File: config.mk
export PLATFORM = sky130hd
export DESIGN_NAME = uart_baud_divider_search
export DESIGN_NICKNAME = d
export VERILOG_FILES = /design/src/design/ubds_pkg.sv /design/src/design/uart_baud_divider_search.sv /design/src/design/ubds_datapath.sv /design/src/design/ubds_ctrl.sv
export SDC_FILE = /design/constraint.sdc
export NUM_CORES = 2
export LEC_CHECK = 0
export BUFFER_PORTS_ARGS = -buffer_cell sky130_fd_sc_hd__buf_2
export CORE_MARGIN = 2
export CORE_UTILIZATION = 55
export CTS_CLUSTER_DIAMETER = 120
export CTS_CLUSTER_SIZE = 14
export DETAILED_ROUTE_END_ITERATION = 7
export MAX_ROUTING_LAYER = met4
export PLACE_DENSITY = 0.71
export SYNTH_ARGS = -nofsm -noshare
export SYNTH_HDL_FRONTEND = slang
export SYNTH_SLANG_ARGS = --single-unit
File: constraint.sdc
create_clock -name clk -period 12.4 [get_ports clk]
set_clock_uncertainty 0.2 [all_clocks]
set_input_delay 2.48 -clock clk [delete_from_list [all_inputs] [get_ports clk]]
set_output_delay 2.48 -clock clk [all_outputs]
set_load 0.05 [all_outputs]
File: src/design/ubds_pkg.sv
package ubds_pkg;

  // Field and datapath widths
  localparam int BAUD_W = 24;
  localparam int PCLK_W = 32;
  localparam int F_W    = 40;   // pclk * M
  localparam int NUM_W  = 52;   // target and error numerator
  localparam int LIM_W  = 59;   // 100 * target
  localparam int D_W    = 20;   // base * (N + 1)
  localparam int HALF_W = 26;   // half of an error numerator
  localparam int PROD_W = 46;   // HALF_W x D_W partial product
  localparam int CMP_W  = 72;   // NUM_W x D_W full product

  localparam logic [PCLK_W-1:0] PCLK_RESET = 32'd120000000;

  // Fixed rates and band edges
  localparam logic [BAUD_W-1:0] RATE_4M    = 24'd4000000;
  localparam logic [BAUD_W-1:0] RATE_2M    = 24'd2000000;
  localparam logic [BAUD_W-1:0] RATE_1M    = 24'd1000000;
  localparam logic [BAUD_W-1:0] RATE_MIN   = 24'd120;
  localparam logic [BAUD_W-1:0] BAND_LOW   = 24'd7500;

  localparam logic [7:0] N_FIXED_4M = 8'd4;
  localparam logic [7:0] N_FIXED_2M = 8'd9;
  localparam logic [7:0] N_FIXED_1M = 8'd19;
  localparam logic [7:0] N_LAST     = 8'd255;
  localparam logic [6:0] M_LOW_LAST = 7'h7f;

  localparam logic [D_W-1:0] BASE_LOW  = 20'd2048;
  localparam logic [D_W-1:0] BASE_MID  = 20'd32;
  localparam logic [D_W-1:0] BASE_HIGH = 20'd6;

  localparam logic [1:0] PRESCALE_LOW  = 2'd3;
  localparam logic [1:0] PRESCALE_NONE = 2'd0;

  localparam logic STATUS_OK  = 1'b0;
  localparam logic STATUS_ERR = 1'b1;

  // Steps of the cross-multiply compare between a row best and the overall best
  typedef enum logic [2:0] {
    CS_A_HI   = 3'd0,
    CS_A_LO   = 3'd1,
    CS_B_HI   = 3'd2,
    CS_B_LO   = 3'd3,
    CS_B_SUM  = 3'd4,
    CS_DECIDE = 3'd5
  } cmp_step_t;

  typedef struct packed {
    logic      latch_in;
    logic      band;
    logic      lim1;
    logic      lim2;
    logic      scan;
    logic      cmp;
    cmp_step_t step;
    logic      finish;
    logic [7:0] n;
    logic [6:0] m_low;
  } ctrl_cmd_t;

  typedef struct packed {
    logic special;
  } dp_sts_t;

endpackage

File: src/design/uart_baud_divider_search.sv
// UART baud rate divider search.
// Request channel: drive baud_rate and pulse start while busy is low; the
// transaction is taken at that edge and busy rises on the next cycle.
// Result channel: done is high for exactly one cycle with status,
// modulation_enable, clock_select_bit, prescale_code, divider_n and
// modulation_m valid in that cycle. The receiver cannot stall; the result
// fields hold their values until the next result replaces them.
// Configuration: cfg_we writes cfg_wdata into the peripheral clock register
// (reset value 120 MHz); write only while busy is low.
// Flow: 4, 2 and 1 Mbaud and rates below 120 baud go from the band step
// straight to the result load. Any other rate runs the full search: the
// setup steps (band, limit 1, limit 2), then 256 rows of N, each scanning
// 128 values of M (one candidate per cycle) followed by a compare in which
// a single 26x20 multiplier cross-checks the row winner against the best
// so far, then the result load. One request at a time; the next is taken
// at the earliest in the done cycle. Most of the search time goes to the
// candidate scan, less to the per-row compare.
// Reset (synchronous, active high) returns to idle with busy and done low.
module uart_baud_divider_search (
  input  logic        clk,
  input  logic        rst,
  input  logic        start,
  output logic        busy,
  input  logic [23:0] baud_rate,
  input  logic        cfg_we,
  input  logic [31:0] cfg_wdata,
  output logic        done,
  output logic        status,
  output logic        modulation_enable,
  output logic        clock_select_bit,
  output logic [1:0]  prescale_code,
  output logic [7:0]  divider_n,
  output logic [7:0]  modulation_m
);

  // Command and status between sequencer and datapath
  ubds_pkg::ctrl_cmd_t cmd;
  ubds_pkg::dp_sts_t   sts;

  // Sequencer: walks setup, row scan, per-row compare and result load
  ubds_ctrl u_ctrl (
    .clk   (clk),
    .rst   (rst),
    .start (start),
    .sts   (sts),
    .cmd   (cmd),
    .busy  (busy),
    .done  (done)
  );

  // Datapath: error evaluation, row and overall best, result registers
  ubds_datapath u_datapath (
    .clk               (clk),
    .rst               (rst),
    .cmd               (cmd),
    .sts               (sts),
    .baud_rate         (baud_rate),
    .cfg_we            (cfg_we),
    .cfg_wdata         (cfg_wdata),
    .status            (status),
    .modulation_enable (modulation_enable),
    .clock_select_bit  (clock_select_bit),
    .prescale_code     (prescale_code),
    .divider_n         (divider_n),
    .modulation_m      (modulation_m)
  );

endmodule

File: src/design/ubds_datapath.sv
module ubds_datapath (
  input  logic                          clk,
  input  logic                          rst,
  input  ubds_pkg::ctrl_cmd_t           cmd,
  output ubds_pkg::dp_sts_t             sts,
  input  logic [ubds_pkg::BAUD_W-1:0]   baud_rate,
  input  logic                          cfg_we,
  input  logic [ubds_pkg::PCLK_W-1:0]   cfg_wdata,
  output logic                          status,
  output logic                          modulation_enable,
  output logic                          clock_select_bit,
  output logic [1:0]                    prescale_code,
  output logic [7:0]                    divider_n,
  output logic [7:0]                    modulation_m
);

  logic [ubds_pkg::PCLK_W-1:0] pclk;
  logic [ubds_pkg::BAUD_W-1:0] baud;

  logic [ubds_pkg::D_W-1:0]   base;
  logic                       cs;
  logic [1:0]                 pc;
  logic [ubds_pkg::NUM_W-1:0] step_t;
  logic [ubds_pkg::LIM_W-1:0] lim_tmp;
  logic [ubds_pkg::LIM_W-1:0] lim_step;

  logic [ubds_pkg::NUM_W-1:0] target;
  logic [ubds_pkg::LIM_W-1:0] lim;
  logic [ubds_pkg::D_W-1:0]   d;
  logic [ubds_pkg::F_W-1:0]   f;

  logic                       row_found;
  logic [ubds_pkg::NUM_W-1:0] row_num;
  logic [7:0]                 row_m;

  logic                       best_found;
  logic [ubds_pkg::NUM_W-1:0] best_num;
  logic [ubds_pkg::D_W-1:0]   best_d;
  logic [7:0]                 best_n;
  logic [7:0]                 best_m;

  logic [ubds_pkg::PROD_W-1:0] prod;
  logic [ubds_pkg::CMP_W-1:0]  lhs;
  logic [ubds_pkg::CMP_W-1:0]  rhs;

  logic is_4m, is_2m, is_1m, is_low;

  assign is_4m = (baud == ubds_pkg::RATE_4M);
  assign is_2m = (baud == ubds_pkg::RATE_2M);
  assign is_1m = (baud == ubds_pkg::RATE_1M);
  assign is_low = (baud < ubds_pkg::RATE_MIN);
  assign sts.special = is_4m || is_2m || is_1m || is_low;

  // Candidate error for the current (N, M)
  logic [ubds_pkg::NUM_W-1:0] f_ext;
  logic [ubds_pkg::NUM_W:0]   diff_ft;
  logic [ubds_pkg::NUM_W-1:0] num;
  logic                       in_bound;
  logic                       row_better;

  assign f_ext = {{(ubds_pkg::NUM_W-ubds_pkg::F_W){1'b0}}, f};
  assign diff_ft = {1'b0, f_ext} - {1'b0, target};
  assign num = diff_ft[ubds_pkg::NUM_W] ? (target - f_ext) : diff_ft[ubds_pkg::NUM_W-1:0];
  assign in_bound = {{(ubds_pkg::LIM_W-ubds_pkg::NUM_W){1'b0}}, num} < lim;
  assign row_better = !row_found || (num < row_num);

  // Shared multiplier operands
  logic [ubds_pkg::HALF_W-1:0] mul_a;
  logic [ubds_pkg::D_W-1:0]    mul_b;

  always_comb begin
    case (cmd.step)
      ubds_pkg::CS_A_HI: begin
        mul_a = row_num[ubds_pkg::NUM_W-1:ubds_pkg::HALF_W];
        mul_b = best_d;
      end
      ubds_pkg::CS_A_LO: begin
        mul_a = row_num[ubds_pkg::HALF_W-1:0];
        mul_b = best_d;
      end
      ubds_pkg::CS_B_HI: begin
        mul_a = best_num[ubds_pkg::NUM_W-1:ubds_pkg::HALF_W];
        mul_b = d;
      end
      default: begin
        mul_a = best_num[ubds_pkg::HALF_W-1:0];
        mul_b = d;
      end
    endcase
  end

  logic [ubds_pkg::LIM_W-1:0] lim_sum;
  logic [ubds_pkg::NUM_W-1:0] step_next;
  logic                       take_row;

  assign lim_sum = lim_tmp + ubds_pkg::LIM_W'({step_t, 2'b00});
  assign take_row = row_found && (!best_found || (lhs < rhs));

  always_comb begin
    if (baud < ubds_pkg::BAND_LOW) begin
      step_next = ubds_pkg::NUM_W'({baud, 19'b0});
    end else if (baud > ubds_pkg::RATE_1M) begin
      step_next = ubds_pkg::NUM_W'({baud, 10'b0}) + ubds_pkg::NUM_W'({baud, 9'b0});
    end else begin
      step_next = ubds_pkg::NUM_W'({baud, 13'b0});
    end
  end

  // Configuration register
  always_ff @(posedge clk) begin
    if (rst) begin
      pclk <= ubds_pkg::PCLK_RESET;
    end else if (cfg_we) begin
      pclk <= cfg_wdata;
    end
  end

  // Search flags
  always_ff @(posedge clk) begin
    if (rst) begin
      row_found  <= 1'b0;
      best_found <= 1'b0;
    end else if (cmd.lim2) begin
      row_found  <= 1'b0;
      best_found <= 1'b0;
    end else if (cmd.scan) begin
      if (in_bound && row_better) begin
        row_found <= 1'b1;
      end
    end else if (cmd.cmp && cmd.step == ubds_pkg::CS_DECIDE) begin
      if (take_row) begin
        best_found <= 1'b1;
      end
      row_found <= 1'b0;
    end
  end

  // Datapath registers
  always_ff @(posedge clk) begin
    if (cmd.latch_in) begin
      baud <= baud_rate;
    end

    if (cmd.band) begin
      step_t <= step_next;
      if (baud < ubds_pkg::BAND_LOW) begin
        base <= ubds_pkg::BASE_LOW;
        cs   <= 1'b0;
        pc   <= ubds_pkg::PRESCALE_LOW;
      end else if (baud > ubds_pkg::RATE_1M) begin
        base <= ubds_pkg::BASE_HIGH;
        cs   <= 1'b1;
        pc   <= ubds_pkg::PRESCALE_NONE;
      end else begin
        base <= ubds_pkg::BASE_MID;
        cs   <= 1'b0;
        pc   <= ubds_pkg::PRESCALE_NONE;
      end
    end

    if (cmd.lim1) begin
      lim_tmp <= ubds_pkg::LIM_W'({step_t, 6'b0}) + ubds_pkg::LIM_W'({step_t, 5'b0});
    end

    if (cmd.lim2) begin
      lim_step <= lim_sum;
      lim      <= lim_sum;
      target   <= step_t;
      d        <= base;
      f        <= ubds_pkg::F_W'({pclk, 7'b0});
      best_num <= '0;
      best_d   <= '0;
    end

    if (cmd.scan) begin
      f <= f + ubds_pkg::F_W'(pclk);
      if (in_bound && row_better) begin
        row_num <= num;
        row_m   <= {1'b1, cmd.m_low};
      end
    end

    if (cmd.cmp) begin
      prod <= ubds_pkg::PROD_W'(mul_a) * ubds_pkg::PROD_W'(mul_b);
      case (cmd.step)
        ubds_pkg::CS_A_LO:  lhs <= {prod, {ubds_pkg::HALF_W{1'b0}}};
        ubds_pkg::CS_B_HI:  lhs <= lhs + ubds_pkg::CMP_W'(prod);
        ubds_pkg::CS_B_LO:  rhs <= {prod, {ubds_pkg::HALF_W{1'b0}}};
        ubds_pkg::CS_B_SUM: rhs <= rhs + ubds_pkg::CMP_W'(prod);
        ubds_pkg::CS_DECIDE: begin
          if (take_row) begin
            best_num <= row_num;
            best_d   <= d;
            best_n   <= cmd.n;
            best_m   <= row_m;
          end
          target <= target + step_t;
          lim    <= lim + lim_step;
          d      <= d + base;
          f      <= ubds_pkg::F_W'({pclk, 7'b0});
        end
        default: begin
        end
      endcase
    end

    if (cmd.finish) begin
      if (is_4m || is_2m || is_1m) begin
        status            <= ubds_pkg::STATUS_OK;
        modulation_enable <= 1'b0;
        clock_select_bit  <= 1'b1;
        prescale_code     <= ubds_pkg::PRESCALE_NONE;
        modulation_m      <= 8'd0;
        divider_n         <= is_4m ? ubds_pkg::N_FIXED_4M :
                             (is_2m ? ubds_pkg::N_FIXED_2M : ubds_pkg::N_FIXED_1M);
      end else if (is_low || !best_found || best_n == ubds_pkg::N_LAST) begin
        status            <= ubds_pkg::STATUS_ERR;
        modulation_enable <= 1'b0;
        clock_select_bit  <= 1'b0;
        prescale_code     <= ubds_pkg::PRESCALE_NONE;
        divider_n         <= 8'd0;
        modulation_m      <= 8'd0;
      end else begin
        status            <= ubds_pkg::STATUS_OK;
        modulation_enable <= 1'b1;
        clock_select_bit  <= cs;
        prescale_code     <= pc;
        divider_n         <= best_n;
        modulation_m      <= best_m;
      end
    end
  end

endmodule

File: src/design/ubds_ctrl.sv
module ubds_ctrl (
  input  logic                clk,
  input  logic                rst,
  input  logic                start,
  input  ubds_pkg::dp_sts_t   sts,
  output ubds_pkg::ctrl_cmd_t cmd,
  output logic                busy,
  output logic                done
);

  typedef enum logic [6:0] {
    ST_IDLE   = 7'b0000001,
    ST_BAND   = 7'b0000010,
    ST_LIM1   = 7'b0000100,
    ST_LIM2   = 7'b0001000,
    ST_SCAN   = 7'b0010000,
    ST_CMP    = 7'b0100000,
    ST_FINISH = 7'b1000000
  } state_t;

  state_t              state;
  logic [7:0]          ncnt;
  logic [6:0]          mcnt;
  ubds_pkg::cmp_step_t step;

  assign busy = (state != ST_IDLE);

  always_comb begin
    cmd.latch_in = (state == ST_IDLE) && start;
    cmd.band     = (state == ST_BAND);
    cmd.lim1     = (state == ST_LIM1);
    cmd.lim2     = (state == ST_LIM2);
    cmd.scan     = (state == ST_SCAN);
    cmd.cmp      = (state == ST_CMP);
    cmd.step     = step;
    cmd.finish   = (state == ST_FINISH);
    cmd.n        = ncnt;
    cmd.m_low    = mcnt;
  end

  always_ff @(posedge clk) begin
    if (rst) begin
      state <= ST_IDLE;
      ncnt  <= '0;
      mcnt  <= '0;
      step  <= ubds_pkg::CS_A_HI;
      done  <= 1'b0;
    end else begin
      done <= 1'b0;
      case (state)
        ST_IDLE: begin
          ncnt <= '0;
          mcnt <= '0;
          if (start) begin
            state <= ST_BAND;
          end
        end
        ST_BAND: state <= sts.special ? ST_FINISH : ST_LIM1;
        ST_LIM1: state <= ST_LIM2;
        ST_LIM2: state <= ST_SCAN;
        ST_SCAN: begin
          mcnt <= mcnt + 7'd1;
          if (mcnt == ubds_pkg::M_LOW_LAST) begin
            state <= ST_CMP;
            step  <= ubds_pkg::CS_A_HI;
          end
        end
        ST_CMP: begin
          case (step)
            ubds_pkg::CS_A_HI:  step <= ubds_pkg::CS_A_LO;
            ubds_pkg::CS_A_LO:  step <= ubds_pkg::CS_B_HI;
            ubds_pkg::CS_B_HI:  step <= ubds_pkg::CS_B_LO;
            ubds_pkg::CS_B_LO:  step <= ubds_pkg::CS_B_SUM;
            ubds_pkg::CS_B_SUM: step <= ubds_pkg::CS_DECIDE;
            default: begin
              step <= ubds_pkg::CS_A_HI;
              if (ncnt == ubds_pkg::N_LAST) begin
                state <= ST_FINISH;
              end else begin
                ncnt  <= ncnt + 8'd1;
                state <= ST_SCAN;
              end
            end
          endcase
        end
        ST_FINISH: begin
          done  <= 1'b1;
          state <= ST_IDLE;
        end
        default: state <= ST_IDLE;
      endcase
    end
  end

  a_done_single: assert property (@(posedge clk) disable iff (rst) done |=> !done)
    else $error("result strobe held for more than one cycle");

  a_done_after_finish: assert property (@(posedge clk) disable iff (rst)
    done |-> $past(state == ST_FINISH))
    else $error("result strobe without a finish step");

  a_accept_goes_busy: assert property (@(posedge clk) disable iff (rst)
    (state == ST_IDLE && start) |=> (state == ST_BAND))
    else $error("accepted transaction did not start the search");

  a_row_end_compare: assert property (@(posedge clk) disable iff (rst)
    (state == ST_SCAN && mcnt == ubds_pkg::M_LOW_LAST) |=>
      (state == ST_CMP && step == ubds_pkg::CS_A_HI))
    else $error("row scan did not hand over to the compare sequence");

endmodule
## Word-level counts from Yosys, hierarchy flattened

Index checks and enable logic that the tools add are counted.
W data, S select, Z words.

- Flip-flop bits (word level): 805
- Bits in latches: 0
- RAM bits: 0
- Bits in read-only memories: 0
- Input bits: 60
- Output and inout port bits: 23
- Logic and storage cells: 171
- Memories: 0

- Add/subtract/negate cells: 13
- $mul: 1
- Div/mod/pow operators: 0
- Order comparisons: 6
- Equality and inequality tests: 24
- Shift-type cells: 0
- Muxes and demuxes: 55
- Bitwise operators: 2
- Reductions and logical operators: 34

Operators with widths:

| cell | count |
|---|---|
| $mux W52 | 8 |
| $pmux W72 S2 | 2 |
| $mux W59 | 3 |
| $mux W20 | 8 |
| $mux W40 | 4 |
| $add A72 B46 Y72 | 2 |
| $mux W43 | 2 |
| $pmux W26 S3 | 1 |
| $lt A72 B72 Y1 | 1 |
| $add A58 B57 Y59 | 1 |
| $add A59 B54 Y59 | 1 |
| $add A59 B59 Y59 | 1 |
| $lt A52 B59 Y1 | 1 |
| $sub A40 B52 Y53 | 1 |
| $add A52 B52 Y52 | 1 |
| $lt A52 B52 Y1 | 1 |
| $sub A52 B40 Y52 | 1 |
| $mul A26 B20 Y46 | 1 |
| $pmux W7 S6 | 1 |
| $add A40 B32 Y40 | 1 |
| $mux W8 | 5 |
| $add A34 B33 Y35 | 1 |
| $mux W7 | 5 |
| $eq A24 B20 Y1 const B | 1 |
| 41 further kinds | 81 |

## Depth between registers and ports, before layout

- Depth in word-level cells: 7
- Mapped depth: 35
- Gate-level depth less buffers: 31

## Hierarchy

Synthesis repeated with hierarchy kept, for this count alone.

- Cell total of the unflattened synthesis: 8089
- Area, all modules: 70913.0 µm²

Modules (own cells, without submodules):

| module | times used | cells each | area each (µm²) | seq. area each (µm²) |
|---|---|---|---|---|
| ubds_datapath | 1 | 7916 | 69530.4 | 18427.7 |
| ubds_ctrl | 1 | 173 | 1382.6 | 520.5 |

## Least setup slack after synthesis

Ideal clock, no wire load.

- Kind: reg2reg
- Start: register u_ctrl.step[1]
- End: register u_datapath.prod[44] in the netlist's numbering (data pin)
- Setup time: 0.265 ns
- Arrival: 8.237 ns
- Data required time: 11.935 ns
- Slack: 3.699 ns
- Cell stages (with the launch flop): 31
- Path buffers: 4
- Period minus slack after synthesis: 8.701 ns
- Cell sequence: dfxtp_1 -> clkbuf_1 -> nor2_1 -> buf_1 -> buf_1 -> mux2i_1 -> clkbuf_1 -> nor2_1 -> fa_1 -> inv_1 -> fa_1 -> fa_1 -> inv_1 -> fa_1 -> fa_1 -> fa_1 -> inv_1 -> fa_1 -> inv_1 -> ha_1 -> a21o_1 -> a21o_1 -> a21o_1 -> a21o_1 -> a211oi_1 -> a211oi_1 -> a311oi_1 -> nor2_1 -> o21ai_0 -> a32oi_1 -> xor2_1

- Cells in the longest elaborated chain, start to end: 4
- Elaborated cells on any way between the ends: 7
- Those cells by class: mul: 1; eq/ne: 2; mux: 2; reduce/logical: 2

RTL lines:

| element | RTL line | source |
|---|---|---|
| from (decl) | ubds_ctrl.sv:24 | `ubds_pkg::cmp_step_t step;` |
| from (signal assigned) | ubds_ctrl.sv:46 | `step <= ubds_pkg::CS_A_HI;` |
| from (signal assigned) | ubds_ctrl.sv:65 | `step <= ubds_pkg::CS_A_HI;` |
| from (signal assigned) | ubds_ctrl.sv:70 | `ubds_pkg::CS_A_HI: step <= ubds_pkg::CS_A_LO;` |
| $eq A3 B1 Y1 / $logic_not A3 Y1 (equally long branches) | ubds_datapath.sv:72 | `case (cmd.step)` |
| $reduce_or A2 Y1 (no line) | - |  |
| $mux W20 | ubds_datapath.sv:72 |  |
| $mul A26 B20 Y46 (*) | ubds_datapath.sv:184 | `prod <= ubds_pkg::PROD_W'(mul_a) * ubds_pkg::PROD_W'(mul_b);` |
| to (signal assigned) | ubds_datapath.sv:184 |  |
| to (decl) | ubds_datapath.sv:42 | `logic [ubds_pkg::PROD_W-1:0] prod;` |

Mark *: on every way between the ends. The rest lies on a longest branch, timed or not.
A chain may end at the register's enable or synchronous reset.

## Final worst setup path

Ends and elaborated chain as after synthesis.

==> metrics.yaml <==
r2r-end: "u_datapath.prod[44]$_DFFE_PP_"
fmax_ghz: 0.09927
endpoint_kind: "flip-flop"
clk_latency_ns: 0.75
drtPass1Iterations: 8
drive_above_1_share: 0.04507
synth_nets: 9149
htree_levels: 2
wl_mm: 220.8
seq_area_frac_synth: 0.2714
synth_seq_cells: 725
required_ns: 12.62
cts_resized: 0
io_pins: 83
clockBufferDepth: 3
post_cts_buffers: 0
cts_tree: "yes"
nNetsFinal: 9049
grt_max_degree: 95
postCtsHoldBufs: 0
area_delta_synth_final_pct: 5.379
grt_pass1_wl_mm: 337.2
power_density_nw_per_um2: 74.19
core_sq_um: 125700
num_antenna_cells: 0
cts-root-buf: "clkbuf_16"
p_leak_nw: 33.73
synth_area_per_cell_sq_um: 8.831
drc: 0
ys.flop_type: "edfxtp_1"
crit_end: "u_datapath.prod[44]$_DFFE_PP_"
fp.dieH_um: 360.3
vias: 58620
grt_setup_unrepaired: "false"
cp.arrival_ns: 10.30
grt_pass1_vias: 57270
fin_crit_sh: 0.8124
multi_input_area_sq_um: 46410
ir_drop_v: 0.0001163
gp_congestion: 1.014
r2r_slack_ns: 2.33
path_clk_slew_ns: 0.07
critPathKind: "flip-flop to flip-flop"
vias_per_cell: 6.167
regArea_sq_um: 18950
cts_buffers: 59
setup_viol_count_final: 0
dp_cells: 9396
die_area_sq_um: 129800
track_usage: 0.3437
timing.final.hold_violations: 0
fin_crit_ns: 10.07
slew_headroom: 0.05088
fillers: 11170
wl_per_cell_um: 23.23
synth_edf_count: 443
cap_violations: 0
startpoint_type: "flip-flop"
postLayoutSetupSlackWorst_ns: 2.326
die_x_um: 360.3
initial_core_util: 0.5554
tightest_slew_ns: 1.384
slew_viol_final: 0
hold_depth: 0
io_buffers: 82
fin_cells: 9505
drtIter0Drc: 5152
crit_start: "u_ctrl.step[1]$_SDFFE_PP0P_"
tns_ns: 0
ys_types: 109
cp_max_fo: 60
hpwl_mm: 174.3
syn_area_sq_um: 69830
place_ws_ns: 2.518
yosysWarnings: 0
cts_sinks: 725
async_flop_share: 0
hp-class: "flip-flop to flip-flop"
row_count: 130
outcome: "complete, no violations"
grt.overflow.total: 0
antenna_left: 0
synthCells: 7907
antenna_found_initial: 0
r2r_start: "u_ctrl.step[1]$_SDFFE_PP0P_"
worstRegToRegCells: 27
metrics by stage:
step | cell area, sq um | power, W | hold WS (ns) | util
floorplan | 69830 | 0.003330 | 0.2003 | -
global placement | 71810 | 0.003598 | 0.2004 | 0.5711
detailed placement | 71810 | 0.003614 | 0.2045 | 0.5711
CTS | 73580 | 0.005474 | 0.2191 | 0.5852
global route | 73580 | 0.005664 | 0.2302 | 0.5852
finish | 73580 | 0.005459 | 0.2186 | 0.5852
state kept, by name, summed over array words and instances (netlist names), 40 cells and up:
| name | flops |
|---|---|
| u_datapath.lhs | 72 |
| u_datapath.rhs | 72 |
| u_datapath.lim | 59 |
| u_datapath.best_num | 52 |
| u_datapath.row_num | 52 |
| u_datapath.target | 52 |
| u_datapath.prod | 46 |
| u_datapath.f | 40 |
| u_datapath.lim_step | 40 |
how the worst min path moves through the flow:
stage                             startpoint                              to  slack (ns)
4_1_cts        u_datapath.row_m[1]$_DFFE_PP_  u_datapath.best_m[1]$_DFFE_PP_        0.22
3_5_place_dp   u_datapath.row_m[1]$_DFFE_PP_  u_datapath.best_m[1]$_DFFE_PP_        0.20
2_1_floorplan  u_datapath.row_m[0]$_DFFE_PP_  u_datapath.best_m[0]$_DFFE_PP_        0.20
6_report       u_datapath.row_m[1]$_DFFE_PP_  u_datapath.best_m[1]$_DFFE_PP_        0.22
3_3_place_gp   u_datapath.row_m[4]$_DFFE_PP_  u_datapath.best_m[4]$_DFFE_PP_        0.20
5_1_grt        u_datapath.row_m[4]$_DFFE_PP_  u_datapath.best_m[4]$_DFFE_PP_        0.23
Yosys cell counts (11+ instances only):
library cell / n / share of area
nor4_1: 24 / 0.0022
a21o_1: 287 / 0.031
nand4_1: 104 / 0.0093
o21ai_1: 69 / 0.0049
xor2_1: 128 / 0.016
fa_1: 439 / 0.13
clkbuf_1: 251 / 0.013
o211ai_1: 39 / 0.0042
buf_1: 31 / 0.0017
a21boi_0: 22 / 0.0024
o22a_1: 31 / 0.0039
nand2_1: 750 / 0.040
o31ai_1: 29 / 0.0031
o2111ai_1: 13 / 0.0016
nor2b_1: 67 / 0.0060
mux2i_1: 60 / 0.0086
o21a_1: 63 / 0.0068
a21oi_1: 630 / 0.045
xnor2_1: 270 / 0.034
ha_1: 743 / 0.13
nor3_1: 95 / 0.0068
o21ai_0: 353 / 0.025
mux2_2: 31 / 0.0050
a22oi_1: 11 / 0.0012
and4_1: 14 / 0.0018
o22ai_1: 93 / 0.0083
edfxtp_1: 443 / 0.19
nand2b_1: 58 / 0.0052
a31oi_1: 62 / 0.0056
and2_1: 65 / 0.0058
or2_2: 11 / 0.00099
inv_1: 899 / 0.048
a221o_1: 81 / 0.012
buf_2: 36 / 0.0026
dfxtp_1: 282 / 0.081
a211oi_1: 76 / 0.0082
o21bai_1: 89 / 0.0096
a211o_1: 23 / 0.0029
nand3_1: 99 / 0.0071
nor2_1: 677 / 0.036
and3_1: 123 / 0.011
a221oi_1: 19 / 0.0024
nor3b_1: 11 / 0.0012
or3_1: 21 / 0.0019
cell families (layout without fill, tap and decap cells):
kind of cell,Yosys count,count (layout),synth area share
multiplexers,91,91,0.01360
AO/OA/AOI/OAI,2120,2120,0.1969
AND/OR/NAND/NOR,2169,2169,0.1425
XOR/XNOR,398,398,0.04992
adder cells (fa/ha/maj),1182,1182,0.2590
flip-flops,725,725,0.2714
buffers and inverters,1222,1170,0.06671
critical path, cell delays in order (launching register included):
cell and delay [ns]:
dfxtp_2 0.59, buf_4 0.54, nand2b_1 0.39, o22a_1 0.25, o22a_1 0.64, nand2_1 0.16, fa_1 0.53, fa_1 0.55
inv_1 0.05, fa_1 0.50, fa_1 0.52, fa_1 0.52, fa_1 0.58, inv_1 0.07, fa_1 0.54, inv_1 0.04
ha_1 0.35, a21o_1 0.20, a21o_1 0.18, a21o_1 0.19, a21o_1 0.22, a211oi_1 0.33, a211oi_1 0.23, a311oi_1 0.64
nor2_1 0.21, o21ai_0 0.23, a32oi_1 0.14, xor2_1 0.15
layer usage:
metal | track usage | up-vias | wire length (um)
li1 | - | 27450 | -
met1 | 0.4158 | 28450 | 88620
met2 | 0.5575 | 2161 | 103000
met3 | 0.03571 | 560 | 13340
met4 | 0.2050 | 0 | 15830
met5 | - | - | 0
power by group:
part | total (W) | leakage (nW) | internal (W) | switching (W)
registers | 0.00264 | 6.23 | 0.00259 | 0.0000516
logic | 0.000942 | 26.7 | 0.000349 | 0.000594
clock network | 0.00187 | 0.837 | 0.000912 | 0.000963
placed cells by master (no fill, tap or decap), types with 59 or more instances in the layout:
master	Yosys	layout
nor3_1	95	93
xnor2_1	270	270
and3_1	123	122
dfxtp_1	282	279
fa_1	439	439
a211oi_1	76	75
nand3_1	99	99
o21bai_1	89	89
edfxtp_1	443	443
buf_4	1	79
a21oi_1	630	627
o21ai_1	69	69
a221o_1	81	81
ha_1	743	743
a21o_1	287	287
o22ai_1	93	91
nor2_1	677	672
nor2b_1	67	67
nand2_1	750	748
o21ai_0	353	353
buf_2	36	82
o21a_1	63	62
clkbuf_16	0	59
and2_1	65	65
a31oi_1	62	61
xor2_1	128	128
nand4_1	104	104
inv_1	899	896
mux2i_1	60	60
area by class of cell:
type / instances / share of cell area
Clock buffer: 103 / 0.02244
Timing Repair Buffer: 161 / 0.01364
Inverter: 900 / 0.04591
Sequential cell: 725 / 0.2576
Multi-Input combinational cell: 5960 / 0.6307
Tap cell: 1650 / 0.02806
Clock inverter: 6 / 0.001717
Power figures use the tool's default switching activity.
